==> config.mk <==
export PLATFORM = sky130hd
export DESIGN_NAME = tns_mac
export DESIGN_NICKNAME = d
export VERILOG_FILES = /design/src/hw/rtl/tns_pkg.sv /design/src/hw/rtl/tns_mac.sv
export SDC_FILE = /design/constraint.sdc
export NUM_CORES = 2
export LEC_CHECK = 0
export ABC_AREA = 1
export BUFFER_PORTS_ARGS = -buffer_cell sky130_fd_sc_hd__buf_2
export CORE_UTILIZATION = 30
export CTS_CLUSTER_SIZE = 16
export DETAILED_ROUTE_END_ITERATION = 10
export GPL_ROUTABILITY_DRIVEN = 0
export GPL_TIMING_DRIVEN = 0
export PLACE_DENSITY = 0.5
export SLEW_MARGIN = 20
export SYNTH_ARGS = -nofsm -noshare
export SYNTH_HDL_FRONTEND = slang
export SYNTH_SLANG_ARGS = --single-unit
export TNS_END_PERCENT = 1
==> constraint.sdc <==
create_clock -name clk -period 11.6 [get_ports clk]
set_input_delay 1.16 -clock clk [delete_from_list [all_inputs] [get_ports clk]]
set_output_delay 1.16 -clock clk [all_outputs]
set_load 0.05 [all_outputs]
==> src/hw/rtl/tns_pkg.sv <==
// Shared constants, types and codes for the TNS all-pole lattice decode filter.
// No dependencies; imported by tns_mac, tns_all_pole_lattice_filter and the testbench.
`default_nettype none

package tns_pkg;

  localparam int MAX_ORDER = 20;
  localparam int ADDR_W    = (MAX_ORDER > 1) ? $clog2(MAX_ORDER) : 1;
  localparam int ORD_W     = $clog2(MAX_ORDER + 1);

  localparam int COEF_W = 16;
  localparam int TAP_W  = 48;
  localparam int SMP_W  = 24;
  localparam int HALF_W = TAP_W / 2;               // tap split for the filter MAC

  localparam int HPROD_W = HALF_W + SMP_W;         // upper half times sample
  localparam int LPROD_W = HALF_W + 1 + SMP_W;     // unsigned lower half times sample
  localparam int HSUM_W  = HPROD_W + ORD_W;
  localparam int LSUM_W  = LPROD_W + ORD_W;

  typedef enum logic [1:0] {
    OP_BEGIN  = 2'd0,
    OP_COEF   = 2'd1,
    OP_SAMPLE = 2'd2,
    OP_NONE   = 2'd3
  } op_t;

  typedef enum logic [3:0] {
    ST_IDLE,
    ST_LD_RD,
    ST_LD_MUL,
    ST_LD_WR1,
    ST_LD_WR2,
    ST_LD_TAIL,
    ST_FL_RUN,
    ST_FL_DRAIN,
    ST_FL_DONE
  } state_t;

  typedef struct packed {
    logic clr;   // zero the accumulators
    logic vld;   // tap and history operands are present
  } mac_ctl_t;

endpackage

`default_nettype wire

==> src/hw/rtl/tns_mac.sv <==
// Filter multiply-accumulate: tap split into signed upper and unsigned lower halves.
// Depends on tns_pkg.
`default_nettype none

module tns_mac
  import tns_pkg::*;
(
  input  wire logic                     clk,
  input  wire logic                     rst_n,
  input  wire mac_ctl_t                 ctl,
  input  wire logic signed [TAP_W-1:0]  tap,
  input  wire logic signed [SMP_W-1:0]  hist,
  output logic signed [HSUM_W-1:0]      hsum,
  output logic signed [LSUM_W-1:0]      lsum
);

  logic signed [HALF_W-1:0]  tap_hi;
  logic signed [HALF_W:0]    tap_lo;
  logic signed [HPROD_W-1:0] prod_hi_r;
  logic signed [LPROD_W-1:0] prod_lo_r;
  logic                      prod_vld_r;
  logic signed [HSUM_W-1:0]  hsum_r;
  logic signed [LSUM_W-1:0]  lsum_r;

  assign tap_hi = tap[TAP_W-1:HALF_W];
  assign tap_lo = $signed({1'b0, tap[HALF_W-1:0]});

  always_ff @(posedge clk) begin
    if (!rst_n) begin
      prod_vld_r <= 1'b0;
    end else begin
      prod_vld_r <= ctl.vld;
    end
  end

  always_ff @(posedge clk) begin
    prod_hi_r <= tap_hi * hist;
    prod_lo_r <= tap_lo * hist;
    if (!rst_n || ctl.clr) begin
      hsum_r <= '0;
      lsum_r <= '0;
    end else if (prod_vld_r) begin
      hsum_r <= hsum_r + HSUM_W'(prod_hi_r);
      lsum_r <= lsum_r + LSUM_W'(prod_lo_r);
    end
  end

  assign hsum = hsum_r;
  assign lsum = lsum_r;

`ifndef SYNTHESIS
  a_clr_no_vld : assert property (@(posedge clk) disable iff (!rst_n)
    ctl.clr |-> !ctl.vld)
    else $error("mac clear with operands present");
  a_clr_drained : assert property (@(posedge clk) disable iff (!rst_n)
    ctl.clr |-> !prod_vld_r)
    else $error("mac clear while a product is in flight");
  a_hold : assert property (@(posedge clk) disable iff (!rst_n)
    (!prod_vld_r && !ctl.clr) |=> ($stable(hsum_r) && $stable(lsum_r)))
    else $error("accumulator moved without a product");
`endif

endmodule

`default_nettype wire

==> metrics.csv <==
stage;metric;value;unit
grt;number of global-route vias before repair;52000;
clocking;clock-pin slew on the worst setup and hold paths;0.08;ns
sta;Setup violations, final;0;
logic_synthesis;synth unique cells;47;
logic_synthesis;Netlist Area Pre-Place;56900;sq um
worst_setup_path;internal reg-to-reg setup slack;8.65;ns
cells_and_area;most frequent cells in the layout;inv_1 (2201), nand2_1 (2045), fa_1 (1091);
worst_setup_path;slowest cell delay on critical path;0.85;ns
detailed_routing;Vias/cell;4.78;
clocking;CTS Buf Count;23;
logic_synthesis;Post-synth EDFFs;0;
clocking;cts repair resizes;0;
worst_setup_path;crit-path max FO;10;
grt;GRT Total Usage;0.240;
logic_synthesis;Synth Register Bits;205;
sta;unrepaired setup endpoints after global routing;no;
floorplanning;DIE AREA;191000;sq um
logic_synthesis;Post-Syn Instances;7879;
detailed_routing;Post-DRT Antenna Nets;0;
cells_and_area;layout cells sized above 1;0.0381;
sta;Worst slew margin;0.150;
worst_setup_path;Crit. Startpoint;hist[23];
sta;Final min period;8.68;ns
logic_synthesis;syn_area_per_cell;7.22;sq um
floorplanning;IO Count;183;
detailed_routing;first-pass iteration count of the detailed router;9;
clocking;Root Buffer;clkbuf_16;
worst_setup_path;worst setup path class;input pin to register;
logic_synthesis;Mapped Nets;9487;
floorplanning;Initial Utilization;0.303;
grt;largest net degree at the start of global routing;17;
detailed_routing;via count;50600;
cells_and_area;Layout area overhead;8.50;%
detailed_routing;average wire per standard cell;21.7;microns
run_status;failing checks;DRC;
worst_setup_path;Worst Setup EP;prod_hi_r[47]$_DFF_P_;
job;max-cap violations;0;
sta;skew final;0.0261;ns
logic_synthesis;post-synthesis async set-or-reset flop share;0;
grt;first-pass GRT wire length;338000;microns
grt;initial antenna violation count;39;
cells_and_area;Nets;9671;
logic_synthesis;top_reg_cell synth;dfxtp_1;
sta;Worst Tran Pin Value;1.28;ns
cells_and_area;commonest non-fill, non-tap cell in the layout;inv_1;
clocking;H-tree Lvls;1;
sta;Max Clock Freq;0.115;GHz
worst_setup_path;Worst Setup End Kind;register;
clocking;# hold bufs at CTS;0;
worst_setup_path;CP dominant cell by count;fa_1;
floorplanning;Rows;159;
worst_setup_path;FF-to-FF Start;lsum[0]$_SDFFE_PP0P_;
floorplanning;Die Width;437;microns
logic_synthesis;post-synthesis sequential area ratio;0.0722;
placed_design;port bufs;159;
floorplanning;core box area;188000;sq um
clocking;CTS Buffer Depth;3;
clocking;Post CTS Setup Buffer Count;0;
worst_setup_path;worst path required time;11.99;ns
sta;fin crit share;0.748;
clocking;worst-skew pair later-pin latency;0.59;ns
worst_setup_path;reg2reg path depth;15;
worst_setup_path;Critical Path AT;9.07;ns
worst_setup_path;Critical Path Start Type;input pin;
sta;Setup TNS;0;ns
sta;final hold vios;0;
detailed_routing;Total Wirelength;230000;microns
worst_setup_path;Worst path slowest cell;clkbuf_1;
clocking;CTS sink count;205;
grt;grt ovf;0;
run_status;status;complete, but fails checks;
floorplanning;die height;437;microns
logic_synthesis;Ys Warns;0;
detailed_routing;Detailed Route Iter0 Violations;4128;
worst_setup_path;Critical R2R Capture;lsum[46]$_SDFFE_PP0P_;
placed_design;DPL Wire Length;196000;microns
detailed_routing;DR DRC count;28;
clocking;CTS tree;yes;
hold_path;min-delay worst type;register to register;
sta;Slew Viols, Final;0;
## through the flow
| stage | std cells | hold WS (ns) | utilization | setup slack (ns) | area, sq um |
|---|---|---|---|---|---|
| after floorplan | 7879 | 0.587 | - | 4.50 | 56900 |
| after global placement | 10500 | 0.466 | 0.323 | 2.12 | 60800 |
| after detailed placement | 10500 | 0.478 | 0.324 | 2.48 | 60800 |
| after CTS | 10600 | 0.486 | 0.328 | 3.06 | 61700 |
| after global routing | 10600 | 0.509 | 0.328 | 2.67 | 61700 |
| final | 10600 | 0.485 | 0.328 | 2.92 | 61700 |
## how the worst min path moves through the flow
stage,startpoint,to,slack [ns],cells after the start
floorplan,prod_hi_r[0]$_DFF_P_,hsum[0]$_SDFFE_PP0P_,0.59,3
global placement,hsum[0]$_SDFFE_PP0P_,hsum[0]$_SDFFE_PP0P_,0.47,2
detailed placement,hsum[0]$_SDFFE_PP0P_,hsum[0]$_SDFFE_PP0P_,0.48,2
CTS,hsum[0]$_SDFFE_PP0P_,hsum[0]$_SDFFE_PP0P_,0.49,2
global route,hsum[0]$_SDFFE_PP0P_,hsum[0]$_SDFFE_PP0P_,0.51,2
finish,hsum[0]$_SDFFE_PP0P_,hsum[0]$_SDFFE_PP0P_,0.48,2
## synthesized netlist by cell type (2+ instances only)
cell type | count | share of area
inv_1 | 2201 | 0.15
nand2_1 | 2045 | 0.13
fa_1 | 1091 | 0.38
nor2_1 | 623 | 0.041
ha_1 | 441 | 0.097
a21oi_1 | 238 | 0.021
clkbuf_1 | 205 | 0.014
dfxtp_1 | 205 | 0.072
nand3_1 | 174 | 0.015
o21ai_0 | 167 | 0.015
xor2_1 | 112 | 0.017
o21bai_1 | 53 | 0.0070
nand4_1 | 52 | 0.0057
buf_1 | 40 | 0.0026
xnor2_1 | 30 | 0.0046
nor3_1 | 27 | 0.0024
or2_2 | 21 | 0.0023
o21ai_1 | 20 | 0.0018
a21o_1 | 19 | 0.0025
a31oi_1 | 17 | 0.0019
nand2_2 | 13 | 0.0014
nor2_2 | 8 | 0.00088
nor4_1 | 7 | 0.00077
a21boi_0 | 6 | 0.00079
o211ai_1 | 6 | 0.00079
nand3_2 | 5 | 0.00088
nand3b_1 | 5 | 0.00066
o21ai_2 | 5 | 0.00077
a211oi_1 | 4 | 0.00053
a21oi_2 | 4 | 0.00062
buf_2 | 4 | 0.00035
nor3_2 | 4 | 0.00070
o21a_1 | 4 | 0.00053
and3_1 | 3 | 0.00033
inv_2 | 3 | 0.00020
a21boi_1 | 2 | 0.00026
a31o_2 | 2 | 0.00031
and2_0 | 2 | 0.00022
and2_1 | 2 | 0.00022
nor4_2 | 2 | 0.00044
## cell families after synthesis
logic type	share of synthesized area
flip-flops	0.0722
AO/OA/AOI/OAI	0.0541
buffers and inverters	0.162
XOR/XNOR	0.0219
AND/OR/NAND/NOR	0.209
adder cells (fa/ha/maj)	0.481
## metal layers
metal,vias to the layer above,part of all wire,GRT usage
met5,-,0.0011,0
met4,40,0.051,0.109
met3,418,0.089,0.0474
met2,2031,0.45,0.389
met1,24900,0.40,0.308
li1,23100,-,-
## area by class of cell
type                       instances  area (sq um)
inverter                        2205          8280
fill                           20600        126000
antenna                           17          42.5
clock inverter                    16           231
tap                             2495          3120
sequential                       205          4100
timing repair buffer             159           796
buffer                           250           987
clock buffer                      25           603
multi-input combinational       5219         43500
## critical path, delay by kind of cell
kind	cells	cell delay (ns)
AOI/OAI and AO/OA	4	0.77
adders and majority gates	8	4.07
buffers and inverters	7	2.26
and+or+nand+nor	6	0.81
## flip-flops by register name, indices dropped and copies added (netlist names)
name / count
lsum: 54
prod_vld_r: 1
hsum: 53
prod_lo_r: 49
prod_hi_r: 48
Power is left out: the tool's default activity adds up to more than one toggle a clock period on the data nets, which glitch-free logic cannot reach.
